## config.mk

```make
export PLATFORM = sky130hd
export DESIGN_NAME = min_penalty_stop_sequence
export DESIGN_NICKNAME = d
export VERILOG_FILES = /design/src/rtl/mpss_pkg.sv /design/src/rtl/mpss_leg_eval.sv /design/src/rtl/min_penalty_stop_sequence.sv
export SDC_FILE = /design/constraint.sdc
export NUM_CORES = 2
export LEC_CHECK = 0
export ABC_AREA = 1
export BUFFER_PORTS_ARGS = -buffer_cell sky130_fd_sc_hd__buf_2
export CAP_MARGIN = 20
export CORE_ASPECT_RATIO = 1.5
export CORE_MARGIN = 10
export CORE_UTILIZATION = 42
export DETAILED_ROUTE_END_ITERATION = 8
export PLACE_DENSITY = 0.6
export SLEW_MARGIN = 20
export SYNTH_ARGS = -nofsm -noshare
export SYNTH_HDL_FRONTEND = slang
export SYNTH_SLANG_ARGS = --single-unit
export TNS_END_PERCENT = 1
```

## constraint.sdc

```tcl
create_clock -name clk -period 18.6 [get_ports clk]
set_clock_uncertainty 0.1 [all_clocks]
set_input_delay 3.72 -clock clk [delete_from_list [all_inputs] [get_ports clk]]
set_output_delay 3.72 -clock clk [all_outputs]
set_load 0.01 [all_outputs]
```

## src/rtl/mpss_pkg.sv

```systemverilog
// ----------------------------------------------------------------------------
// mpss_pkg
// Shared widths, constants and types for the minimum-penalty stop sequencer.
// ----------------------------------------------------------------------------
package mpss_pkg;

  // field widths
  localparam int POS_W  = 16;
  localparam int COST_W = 40;

  // leg arithmetic widths: signed deviation, its magnitude and its square
  localparam int DEV_W = POS_W + 2;
  localparam int MAG_W = POS_W + 1;
  localparam int SQ_W  = 2 * MAG_W;

  // reset value of the target leg length
  localparam logic [POS_W-1:0] TARGET_RESET = 16'd200;

  // saturation ceiling for costs
  localparam logic [COST_W-1:0] COST_MAX = {COST_W{1'b1}};

  // one evaluated candidate leaving the leg evaluator
  typedef struct packed {
    logic              vld;
    logic              org;
    logic [POS_W-1:0]  pos;
    logic [COST_W-1:0] cost;
    logic [COST_W-1:0] sum;
  } leg_res_t;

endpackage

```

## src/rtl/mpss_leg_eval.sv

```systemverilog
// ----------------------------------------------------------------------------
// mpss_leg_eval
// Three-stage candidate evaluator: deviation magnitude, square, then the
// saturating sum of predecessor cost and leg penalty.
// ----------------------------------------------------------------------------
module mpss_leg_eval
  import mpss_pkg::*;
(
  input  logic              clk,
  input  logic              rst_n,
  input  logic              flush,
  input  logic              in_vld,
  input  logic              in_org,
  input  logic [POS_W-1:0]  in_pos,
  input  logic [COST_W-1:0] in_cost,
  input  logic [POS_W-1:0]  pref,
  input  logic [POS_W-1:0]  target,
  output leg_res_t          res,
  output logic              pipe_busy
);

  logic                     s2_vld_r;
  logic                     s2_org_r;
  logic [MAG_W-1:0]         s2_mag_r;
  logic [POS_W-1:0]         s2_pos_r;
  logic [COST_W-1:0]        s2_cost_r;
  logic                     s3_vld_r;
  logic                     s3_org_r;
  logic [SQ_W-1:0]          s3_sq_r;
  logic [POS_W-1:0]         s3_pos_r;
  logic [COST_W-1:0]        s3_cost_r;

  logic [POS_W-1:0]         pj;
  logic [COST_W-1:0]        cj;
  logic signed [DEV_W-1:0]  dev;
  logic [MAG_W-1:0]         mag;
  logic [COST_W:0]          sum_full;

  // origin candidate: milepost 0, cost 0
  assign pj = in_org ? '0 : in_pos;
  assign cj = in_org ? '0 : in_cost;

  // signed deviation target - (pref - pj), then magnitude
  assign dev = $signed({2'b00, target}) - ($signed({2'b00, pref}) - $signed({2'b00, pj}));
  assign mag = dev[DEV_W-1] ? MAG_W'(-dev) : MAG_W'(dev);

  // valid bits
  always_ff @(posedge clk) begin
    if (!rst_n) begin
      s2_vld_r <= 1'b0;
      s3_vld_r <= 1'b0;
    end else begin
      s2_vld_r <= in_vld & ~flush;
      s3_vld_r <= s2_vld_r & ~flush;
    end
  end

  // payload stages
  always_ff @(posedge clk) begin
    s2_org_r  <= in_org;
    s2_mag_r  <= mag;
    s2_pos_r  <= pj;
    s2_cost_r <= cj;
    s3_org_r  <= s2_org_r;
    s3_sq_r   <= s2_mag_r * s2_mag_r;
    s3_pos_r  <= s2_pos_r;
    s3_cost_r <= s2_cost_r;
  end

  // saturating cost sum
  assign sum_full = {1'b0, s3_cost_r} + (COST_W+1)'(s3_sq_r);

  assign res.vld  = s3_vld_r;
  assign res.org  = s3_org_r;
  assign res.pos  = s3_pos_r;
  assign res.cost = s3_cost_r;
  assign res.sum  = sum_full[COST_W] ? COST_MAX : sum_full[COST_W-1:0];

  assign pipe_busy = s2_vld_r | s3_vld_r;

endmodule

```

## src/rtl/min_penalty_stop_sequence.sv

```systemverilog
// ----------------------------------------------------------------------------
// min_penalty_stop_sequence
// Loads stop mileposts, finds the stop sequence of minimum squared leg
// penalty from the origin to the last stop, and plays it out in order.
// ----------------------------------------------------------------------------
// Each word with start high while busy is low is one stop. The word with
// in_last high ends the list and busy rises. Costs are computed through one
// candidate evaluator fed from the position and cost memories, one candidate
// a cycle while the candidates of a stop are issued. The traceback then scans
// backward one candidate a cycle, restarting below each chosen stop. Each
// result is read from the stack and the position memory in turn and is shown
// on the out_ ports for one cycle with out_valid high; the receiver cannot
// stall and must take every word. Stops beyond MAX_STOPS are dropped and
// reported on out_overflow. cfg_wdata is taken as the target leg length
// whenever cfg_we is high.
// ----------------------------------------------------------------------------
module min_penalty_stop_sequence
  import mpss_pkg::*;
#(
  parameter int MAX_STOPS = 32
) (
  input  logic              clk,
  input  logic              rst_n,
  input  logic              start,
  output logic              busy,
  input  logic [POS_W-1:0]  in_milepost,
  input  logic              in_last,
  output logic              out_valid,
  output logic [POS_W-1:0]  out_stop_milepost,
  output logic [COST_W-1:0] out_total_penalty,
  output logic              out_last_stop,
  output logic              out_overflow,
  input  logic              cfg_we,
  input  logic [POS_W-1:0]  cfg_wdata
);

  localparam int AW = $clog2(MAX_STOPS);
  localparam int CW = $clog2(MAX_STOPS + 1);

  // sequencer states
  localparam logic [3:0] S_IDLE = 4'd0;
  localparam logic [3:0] S_CI   = 4'd1;
  localparam logic [3:0] S_CR   = 4'd2;
  localparam logic [3:0] S_CD   = 4'd3;
  localparam logic [3:0] S_TI   = 4'd4;
  localparam logic [3:0] S_TC   = 4'd5;
  localparam logic [3:0] S_TR   = 4'd6;
  localparam logic [3:0] S_TW   = 4'd7;
  localparam logic [3:0] S_EK   = 4'd8;
  localparam logic [3:0] S_EP   = 4'd9;
  localparam logic [3:0] S_EO   = 4'd10;

  logic [3:0]        state_r, state_nxt;
  logic [CW-1:0]     cnt_r, cnt_nxt;
  logic              ovf_r, ovf_nxt;
  logic [CW-1:0]     n_r, n_nxt;
  logic [AW-1:0]     i_r, i_nxt;
  logic [AW-1:0]     k_r, k_nxt;
  logic [AW-1:0]     j_r, j_nxt;
  logic [CW-1:0]     depth_r, depth_nxt;
  logic [AW-1:0]     ptr_r, ptr_nxt;
  logic [POS_W-1:0]  pref_r, pref_nxt;
  logic [COST_W-1:0] ccur_r, ccur_nxt;
  logic [COST_W-1:0] best_r, best_nxt;
  logic [COST_W-1:0] total_r, total_nxt;
  logic [POS_W-1:0]  tgt_r, tgt_nxt;
  logic              s1_vld_r, s1_vld_nxt;
  logic              s1_org_r, s1_org_nxt;
  logic [AW-1:0]     s1_j_r, s1_j_nxt;
  logic [AW-1:0]     s2_j_r;
  logic [AW-1:0]     s3_j_r;
  logic              out_valid_r, out_valid_nxt;
  logic [POS_W-1:0]  out_mp_r, out_mp_nxt;
  logic [COST_W-1:0] out_tot_r, out_tot_nxt;
  logic              out_lst_r, out_lst_nxt;
  logic              out_ovf_r, out_ovf_nxt;

  // memory ports
  logic [POS_W-1:0]  pos_mem [MAX_STOPS];
  logic [COST_W-1:0] cost_mem [MAX_STOPS];
  logic [AW-1:0]     stk_mem [MAX_STOPS];
  logic              pos_we, cost_we, stk_we;
  logic [AW-1:0]     pos_waddr, pos_raddr, cost_raddr, stk_waddr, stk_raddr;
  logic [AW-1:0]     stk_wdata;
  logic [POS_W-1:0]  pos_q;
  logic [COST_W-1:0] cost_q;
  logic [AW-1:0]     stk_q;

  logic              accept;
  logic              full;
  logic [AW-1:0]     lastidx;
  logic              match;
  logic              ev_busy;
  leg_res_t          res;

  assign accept  = start & ~busy;
  assign full    = (cnt_r == CW'(MAX_STOPS));
  assign lastidx = AW'(n_r - CW'(1));
  assign busy    = (state_r != S_IDLE);

  // traceback hit: predecessor cost plus leg equals current cost
  assign match = res.vld && (res.sum == ccur_r) && ((state_r == S_TR) || (state_r == S_TW));

  // position memory
  always_ff @(posedge clk) begin
    if (pos_we) begin
      pos_mem[pos_waddr] <= in_milepost;
    end
    pos_q <= pos_mem[pos_raddr];
  end

  // cost memory
  always_ff @(posedge clk) begin
    if (cost_we) begin
      cost_mem[i_r] <= best_r;
    end
    cost_q <= cost_mem[cost_raddr];
  end

  // route stack
  always_ff @(posedge clk) begin
    if (stk_we) begin
      stk_mem[stk_waddr] <= stk_wdata;
    end
    stk_q <= stk_mem[stk_raddr];
  end

  // candidate evaluator
  mpss_leg_eval u_eval (
    .clk       (clk),
    .rst_n     (rst_n),
    .flush     (match),
    .in_vld    (s1_vld_r),
    .in_org    (s1_org_r),
    .in_pos    (pos_q),
    .in_cost   (cost_q),
    .pref      (pref_r),
    .target    (tgt_r),
    .res       (res),
    .pipe_busy (ev_busy)
  );

  // sequencer
  always_comb begin
    state_nxt     = state_r;
    cnt_nxt       = cnt_r;
    ovf_nxt       = ovf_r;
    n_nxt         = n_r;
    i_nxt         = i_r;
    k_nxt         = k_r;
    j_nxt         = j_r;
    depth_nxt     = depth_r;
    ptr_nxt       = ptr_r;
    pref_nxt      = pref_r;
    ccur_nxt      = ccur_r;
    best_nxt      = best_r;
    total_nxt     = total_r;
    tgt_nxt       = cfg_we ? cfg_wdata : tgt_r;
    s1_vld_nxt    = 1'b0;
    s1_org_nxt    = 1'b0;
    s1_j_nxt      = s1_j_r;
    out_valid_nxt = 1'b0;
    out_mp_nxt    = out_mp_r;
    out_tot_nxt   = out_tot_r;
    out_lst_nxt   = out_lst_r;
    out_ovf_nxt   = out_ovf_r;
    pos_we        = 1'b0;
    pos_waddr     = cnt_r[AW-1:0];
    pos_raddr     = i_r;
    cost_we       = 1'b0;
    cost_raddr    = lastidx;
    stk_we        = 1'b0;
    stk_waddr     = depth_r[AW-1:0];
    stk_wdata     = lastidx;
    stk_raddr     = ptr_r;

    // running minimum over candidates of the current stop
    if (((state_r == S_CR) || (state_r == S_CD)) && res.vld) begin
      if (res.org || (res.sum < best_r)) begin
        best_nxt = res.sum;
      end
    end

    case (state_r)
      S_IDLE: begin
        if (accept) begin
          if (!full) begin
            pos_we  = 1'b1;
            cnt_nxt = cnt_r + CW'(1);
          end else begin
            ovf_nxt = 1'b1;
          end
          if (in_last) begin
            n_nxt     = full ? cnt_r : cnt_r + CW'(1);
            i_nxt     = '0;
            state_nxt = S_CI;
          end
        end
      end

      // fetch the milepost of stop i
      S_CI: begin
        pos_raddr = i_r;
        k_nxt     = '0;
        state_nxt = S_CR;
      end

      // issue origin then every earlier stop
      S_CR: begin
        pos_raddr  = k_r - AW'(1);
        cost_raddr = k_r - AW'(1);
        s1_vld_nxt = 1'b1;
        s1_org_nxt = (k_r == '0);
        s1_j_nxt   = k_r - AW'(1);
        if (k_r == '0) begin
          pref_nxt = pos_q;
        end
        if (k_r == i_r) begin
          state_nxt = S_CD;
        end else begin
          k_nxt = k_r + AW'(1);
        end
      end

      // drain and store the cost of stop i
      S_CD: begin
        if (!s1_vld_r && !ev_busy) begin
          cost_we = 1'b1;
          if (i_r == lastidx) begin
            state_nxt = S_TI;
          end else begin
            i_nxt     = i_r + AW'(1);
            state_nxt = S_CI;
          end
        end
      end

      // traceback starts at the final stop
      S_TI: begin
        pos_raddr  = lastidx;
        cost_raddr = lastidx;
        stk_we     = 1'b1;
        stk_waddr  = '0;
        stk_wdata  = lastidx;
        depth_nxt  = CW'(1);
        state_nxt  = S_TC;
      end

      S_TC: begin
        pref_nxt  = pos_q;
        ccur_nxt  = cost_q;
        total_nxt = cost_q;
        if (lastidx == '0) begin
          ptr_nxt   = '0;
          state_nxt = S_EK;
        end else begin
          j_nxt     = lastidx - AW'(1);
          state_nxt = S_TR;
        end
      end

      // scan predecessors nearest first
      S_TR, S_TW: begin
        if (match) begin
          pref_nxt  = res.pos;
          ccur_nxt  = res.cost;
          stk_we    = 1'b1;
          stk_waddr = depth_r[AW-1:0];
          stk_wdata = s3_j_r;
          depth_nxt = depth_r + CW'(1);
          if (s3_j_r == '0) begin
            ptr_nxt   = depth_r[AW-1:0];
            state_nxt = S_EK;
          end else begin
            j_nxt     = s3_j_r - AW'(1);
            state_nxt = S_TR;
          end
        end else if (state_r == S_TR) begin
          pos_raddr  = j_r;
          cost_raddr = j_r;
          s1_vld_nxt = 1'b1;
          s1_j_nxt   = j_r;
          if (j_r == '0) begin
            state_nxt = S_TW;
          end else begin
            j_nxt = j_r - AW'(1);
          end
        end else if (!s1_vld_r && !ev_busy) begin
          // no stop matched: the leg comes from the origin
          ptr_nxt   = AW'(depth_r - CW'(1));
          state_nxt = S_EK;
        end
      end

      // play the stack out in forward order
      S_EK: begin
        stk_raddr = ptr_r;
        state_nxt = S_EP;
      end

      S_EP: begin
        pos_raddr = stk_q;
        state_nxt = S_EO;
      end

      S_EO: begin
        out_valid_nxt = 1'b1;
        out_mp_nxt    = pos_q;
        out_tot_nxt   = total_r;
        out_lst_nxt   = (ptr_r == '0);
        out_ovf_nxt   = ovf_r;
        if (ptr_r == '0) begin
          cnt_nxt   = '0;
          ovf_nxt   = 1'b0;
          state_nxt = S_IDLE;
        end else begin
          ptr_nxt   = ptr_r - AW'(1);
          state_nxt = S_EK;
        end
      end

      default: begin
        state_nxt = S_IDLE;
      end
    endcase
  end

  // control registers
  always_ff @(posedge clk) begin
    if (!rst_n) begin
      state_r     <= S_IDLE;
      cnt_r       <= '0;
      ovf_r       <= 1'b0;
      tgt_r       <= TARGET_RESET;
      s1_vld_r    <= 1'b0;
      out_valid_r <= 1'b0;
    end else begin
      state_r     <= state_nxt;
      cnt_r       <= cnt_nxt;
      ovf_r       <= ovf_nxt;
      tgt_r       <= tgt_nxt;
      s1_vld_r    <= s1_vld_nxt & ~match;
      out_valid_r <= out_valid_nxt;
    end
  end

  // datapath registers
  always_ff @(posedge clk) begin
    n_r       <= n_nxt;
    i_r       <= i_nxt;
    k_r       <= k_nxt;
    j_r       <= j_nxt;
    depth_r   <= depth_nxt;
    ptr_r     <= ptr_nxt;
    pref_r    <= pref_nxt;
    ccur_r    <= ccur_nxt;
    best_r    <= best_nxt;
    total_r   <= total_nxt;
    s1_org_r  <= s1_org_nxt;
    s1_j_r    <= s1_j_nxt;
    s2_j_r    <= s1_j_r;
    s3_j_r    <= s2_j_r;
    out_mp_r  <= out_mp_nxt;
    out_tot_r <= out_tot_nxt;
    out_lst_r <= out_lst_nxt;
    out_ovf_r <= out_ovf_nxt;
  end

  assign out_valid         = out_valid_r;
  assign out_stop_milepost = out_mp_r;
  assign out_total_penalty = out_tot_r;
  assign out_last_stop     = out_lst_r;
  assign out_overflow      = out_ovf_r;

endmodule

```

### Word level (Yosys, flattened, before mapping)

Memories as Yosys holds them, arrays and structs flattened. A register that Yosys moved wholly into a read port is not among the register bits.
Cells that the tools add are included.

| operators by class | value |
|---|---|
| add/subtract/negate cells | 15 |
| multipliers | 1 |
| divide/modulo/power cells | 0 |
| $lt $le $gt $ge | 1 |
| equality and inequality tests | 37 |
| shift-type cells | 0 |
| muxes and demuxes | 80 |
| bitwise gates (word level) | 7 |
| reduce and logical (&&, ||, !) cells | 38 |

Operators by type and width:

| operator | number |
|---|---|
| 5-bit 2-to-1 mux | 25 |
| 40-bit 2-to-1 mux | 2 |
| 40-bit one-hot mux with 2 select lines | 1 |
| 5-bit one-hot mux with 2 select lines | 5 |
| 16-bit 2-to-1 mux | 3 |
| 16-bit one-hot mux with 3 select lines | 1 |
| 4-bit 2-to-1 mux | 11 |
| 40-bit by 34-bit adder with 41-bit output | 1 |
| 40-bit equality test | 1 |
| 40-bit < comparator | 1 |
| 4-bit one-hot mux with 10 select lines | 1 |
| 5-bit by 1-bit subtractor with 5-bit output, second input constant | 7 |
| 17-bit by 17-bit multiplier with 34-bit output | 1 |
| 5-bit zero test | 5 |
| 6-bit 2-to-1 mux | 4 |
| 6-bit one-hot mux with 2 select lines | 2 |
| 2-bit != test, second input constant | 11 |
| 5-bit one-hot mux with 4 select lines | 1 |
| 1-bit 2-to-1 mux | 18 |
| 17-bit by 17-bit subtractor with 18-bit output | 1 |
| 17-bit 2-to-1 mux | 1 |
| 17-bit negation | 1 |
| 16-bit by 16-bit subtractor with 17-bit output | 1 |
| 4-bit by 3-bit equality test with 1-bit output, second input constant | 4 |
| other kinds (30) | 70 |

| word-level totals | value |
|---|---|
| flip-flop bits (word level) | 437 |
| latch bits | 0 |
| bits in writable memories | 1952 |
| bits in read-only memories | 0 |
| input port bits | 37 |
| output and inout bits | 60 |
| word-level logic and storage cells | 216 |
| memories | 3 |

Memories:

| name | depth | bits a word | read ports | clocked after Yosys merged registers in | write ports | RTL line | text |
|---|---|---|---|---|---|---|---|
| cost_mem | 32 | 40 | 1 | 1 | 1 | min_penalty_stop_sequence.sv:80 | `logic [COST_W-1:0] cost_mem [MAX_STOPS];` |
| pos_mem | 32 | 16 | 1 | 1 | 1 | min_penalty_stop_sequence.sv:79 | `logic [POS_W-1:0] pos_mem [MAX_STOPS];` |
| stk_mem | 32 | 5 | 1 | 1 | 1 | min_penalty_stop_sequence.sv:81 | `logic [AW-1:0] stk_mem [MAX_STOPS];` |

### Longest topological paths before layout

| depth | value |
|---|---|
| depth after elaboration | 9 |
| gate-level depth with buffers | 35 |
| gate-level depth less buffers | 33 |

### Hierarchy

Synthesis repeated with hierarchy kept, for this count alone.

| second synthesis, totals | value |
|---|---|
| cell total of the unflattened synthesis | 10884 |
| area, all modules | 112715.6 sq um |

Modules (own cells, without submodules):

| module | instances | cells an instance | area an instance (sq um) | sequential area each (sq um) |
|---|---|---|---|---|
| min_penalty_stop_sequence | 1 | 8603 | 95605.4 | 67514.8 |
| mpss_leg_eval | 1 | 2281 | 17110.2 | 3323.2 |

### Least setup slack after synthesis

OpenSTA, ideal clock, no wires.

| timing path | value |
|---|---|
| path kind | register to register |
| start point | register u_eval.s2_mag_r[4] |
| end point | register u_eval.s3_sq_r[32] |
| library setup time | 72 ps |
| data arrival time | 6293 ps |
| required time | 18428 ps |
| setup slack | 12135 ps |
| stages on the path, launching flop included | 27 |
| path buffers | 2 |
| period minus slack after synthesis | 6465 ps |
| cell sequence | dfxtp_1 > clkbuf_1 > clkbuf_1 > nand2_1 > fa_1 > inv_1 > fa_1 > inv_1 > fa_1 > fa_1 > fa_1 > inv_1 > fa_1 > ha_1 > a21oi_1 > o21ai_0 > nor2_1 > inv_1 > a21o_1 > a31oi_1 > o21ai_0 > a21boi_0 > o21ai_0 > a21boi_0 > o21bai_1 > a21oi_1 > xnor2_1 |

| between the ends | value |
|---|---|
| word-level cells in the longest chain between the ends | 1 |

Ends and longest elaborated chain:

| what | RTL line | text |
|---|---|---|
| from (decl) | mpss_leg_eval.sv:24 | `logic [MAG_W-1:0] s2_mag_r;` |
| from (signal assigned) | mpss_leg_eval.sv:61 | `s2_mag_r <= mag;` |
| 17-bit by 17-bit multiplier with 34-bit output | mpss_leg_eval.sv:65 | `s3_sq_r <= s2_mag_r * s2_mag_r;` |
| to (signal assigned) | mpss_leg_eval.sv:65 |  |
| to (decl) | mpss_leg_eval.sv:29 | `logic [SQ_W-1:0] s3_sq_r;` |

Every way passes these cells.
A chain may end at the register's enable or synchronous reset.

==> impl_metrics.tcl <==
set metrics [dict create \
    outcome "finished clean" \
    routed_wl_mm 336 \
    die_h_um 652 \
    htreeDepth 4 \
    cpPeakStageDelay_ns 0.99 \
    critPathCaptureType "flop" \
    hold_violations 0 \
    wl_per_cell_um 23.2 \
    critical_path_required_ns 19.32 \
    drc 0 \
    initial_core_util_pct 42.1 \
    fill_cells 24300 \
    maxCapViolCount 0 \
    dieArea_um2 288000 \
    worstMarginPinSlew_ns 1.20 \
    grt_max_degree 198 \
    setup_viol 0 \
    setup.worst_path.start_class "flop" \
    dr.pass1.iters 6 \
    ios 97 \
    fp-row-count 232 \
    grt_pass1_wl_mm 494 \
    die_width_um 441 \
    nets 11200 \
    cts-resized-gates 0 \
    cp.arrival_ns 9.80 \
    critPathMostFrequentCell "nand2_1" \
    grt_pass1_vias 77200 \
    yosysUniqueCellTypes 54 \
    areaGrowthSynthToFinish_pct 10.4 \
    synth_seq_cells 2448 \
    layout_commonest_cell "nand2_1" \
    routabilityCongestion 0.946 \
    clkSinkCount 2448 \
    clock_path_buffers 4 \
    clock-root-buffer "clkbuf_16" \
    avgSynthCellArea_um2 10.3 \
    synth_edf_count 2181 \
    slowest_stage "nand2_4" \
    cts_tree "done" \
    yosysSeqAreaShare_pct 63.3 \
    clk_latency_ns 0.92 \
    numCtsBuffers 227 \
    cts-hold-fix-buffers 0 \
    critPathKind "flop to flop" \
    grt.total_usage_pct 22.7 \
    synth_fp_nets 11300 \
    worstPathMaxFanout 89 \
    hold_class "flop to flop" \
    synth_ff_type "edfxtp_1" \
    dp_hpwl_mm 194 \
    min_period_over_period_pct 48.8 \
    ant_nets 0 \
    clkTransAtPathRegs_ns 0.07 \
    fin_tns_setup_ns 0 \
    slew-limit-headroom_pct 20.2 \
    min_period_ns 9.08 \
    portBuffers 96 \
    timing.fmax_ghz 0.110 \
    final_cell_mix "nand2_1 (3672), edfxtp_1 (2181), nand3_1 (1759)" \
    vias_per_cell 5.46 \
    synth_cells 10900 \
    core_um2 266000 \
    drv_slew 0 \
    grt_overflow 0 \
    syn-cell-area_um2 112000 \
    synth-async-reset-ratio_pct 0 \
    layout-drive-gt1-share_pct 6.21 \
    ys_warn_count 0 \
    drtIter0Drc 8303 \
    num_vias 79000 \
    holdWs_ns 0.191 \
    grt_antenna_before_repair 11 \
    postCtsSetupRepairBufs 0 \
    grt_setup_unrepaired "false" \
]
==> metal layers <==
layer	up-vias	share of wire [%]	global-route usage [%]
li1	36300	-	-
met1	38700	38	27.7
met2	3247	50	39.3
met3	764	6.7	2.55
met4	4	5.8	11.9
met5	-	0.0080	0
==> cell type report <==
class	count	area [um^2]	area share [%]
clock buffer	297	6230	5.05
multi-input combinational	7003	35900	29.1
tap	3510	4390	3.56
sequential	2448	70800	57.4
timing repair buffer	262	1960	1.59
clock inverter	117	1020	0.828
antenna	9	22.5	0.0182
inverter	817	3070	2.49
==> stage by stage <==
step	worst slack, ns	util (%)	std cells	area, um^2
2_1_floorplan	12.14	-	10900	112000
3_3_place_gp	9.83	43.6	14000	116000
3_5_place_dp	9.67	43.7	14000	116000
4_1_cts	9.70	46.4	14400	123000
5_1_grt	8.88	46.5	14500	123000
6_report	9.52	46.5	14500	123000
==> logic make-up after synthesis <==
group,count (synthesis),synth area share [%]
xor+xnor,113,0.885
flops,2448,63.3
simple gates,6013,22.4
compound gates,454,2.34
buf+inv,1400,4.98
fa+ha+maj,423,6.03
==> registers in the layout (all words and copies together), names as in the netlist, 17 cells and up <==
register	flops
pos_mem	512
out_total_penalty	40
best_r	40
cost_mem	1280
total_r	40
ccur_r	40
cost_q	40
stk_mem	160
u_eval.s3_sq_r	33
u_eval.s2_mag_r	17
u_eval.s2_cost_r	40
u_eval.s3_cost_r	40
==> path summary, 6_finish.rpt <==
path	from	slack, ns	depth (start not counted)	end
worst max-delay path	u_eval.s3_cost_r[0]	9.52	33	cost_q[8]
worst min register to register	u_eval.s2_cost_r[25]	0.19	0	u_eval.s3_cost_r[25]
worst max register to register	u_eval.s3_cost_r[0]	9.52	33	cost_q[8]
worst min-delay path	u_eval.s2_cost_r[25]	0.19	0	u_eval.s3_cost_r[25]
==> synth_stat cells (all sizes together) (7+ instances only) <==
cell type  number  area share [%]
a211oi          7           0.047
nor3           25            0.11
clkbuf        260            0.87
o211ai          9           0.060
a21oi         130            0.61
o22ai          27            0.15
nor2          449             1.5
inv           809             2.7
o21bai         17            0.11
o221ai         25            0.20
nand3b          8           0.054
buf           323             1.4
o21ai         206            0.92
edfxtp       2181              59
nand2        3681              12
ha            229             2.6
xnor2          43            0.34
nand3        1761             7.9
fa            194             3.5
dfxtp         267             4.8
nand4          72            0.40
clkinv          8           0.027
xor2           70            0.55
==> worst max-delay path: cells and delay by family, from the launching register on <==
kind	cells	cell delay, ns
flops	1	0.31
compound gates	1	0.15
fa+ha+maj	2	0.48
buf+inv	4	2.87
simple gates	26	4.82
Power is left out: the tool's default activity adds up to more than one toggle a clock period on the data nets, which glitch-free logic cannot reach.
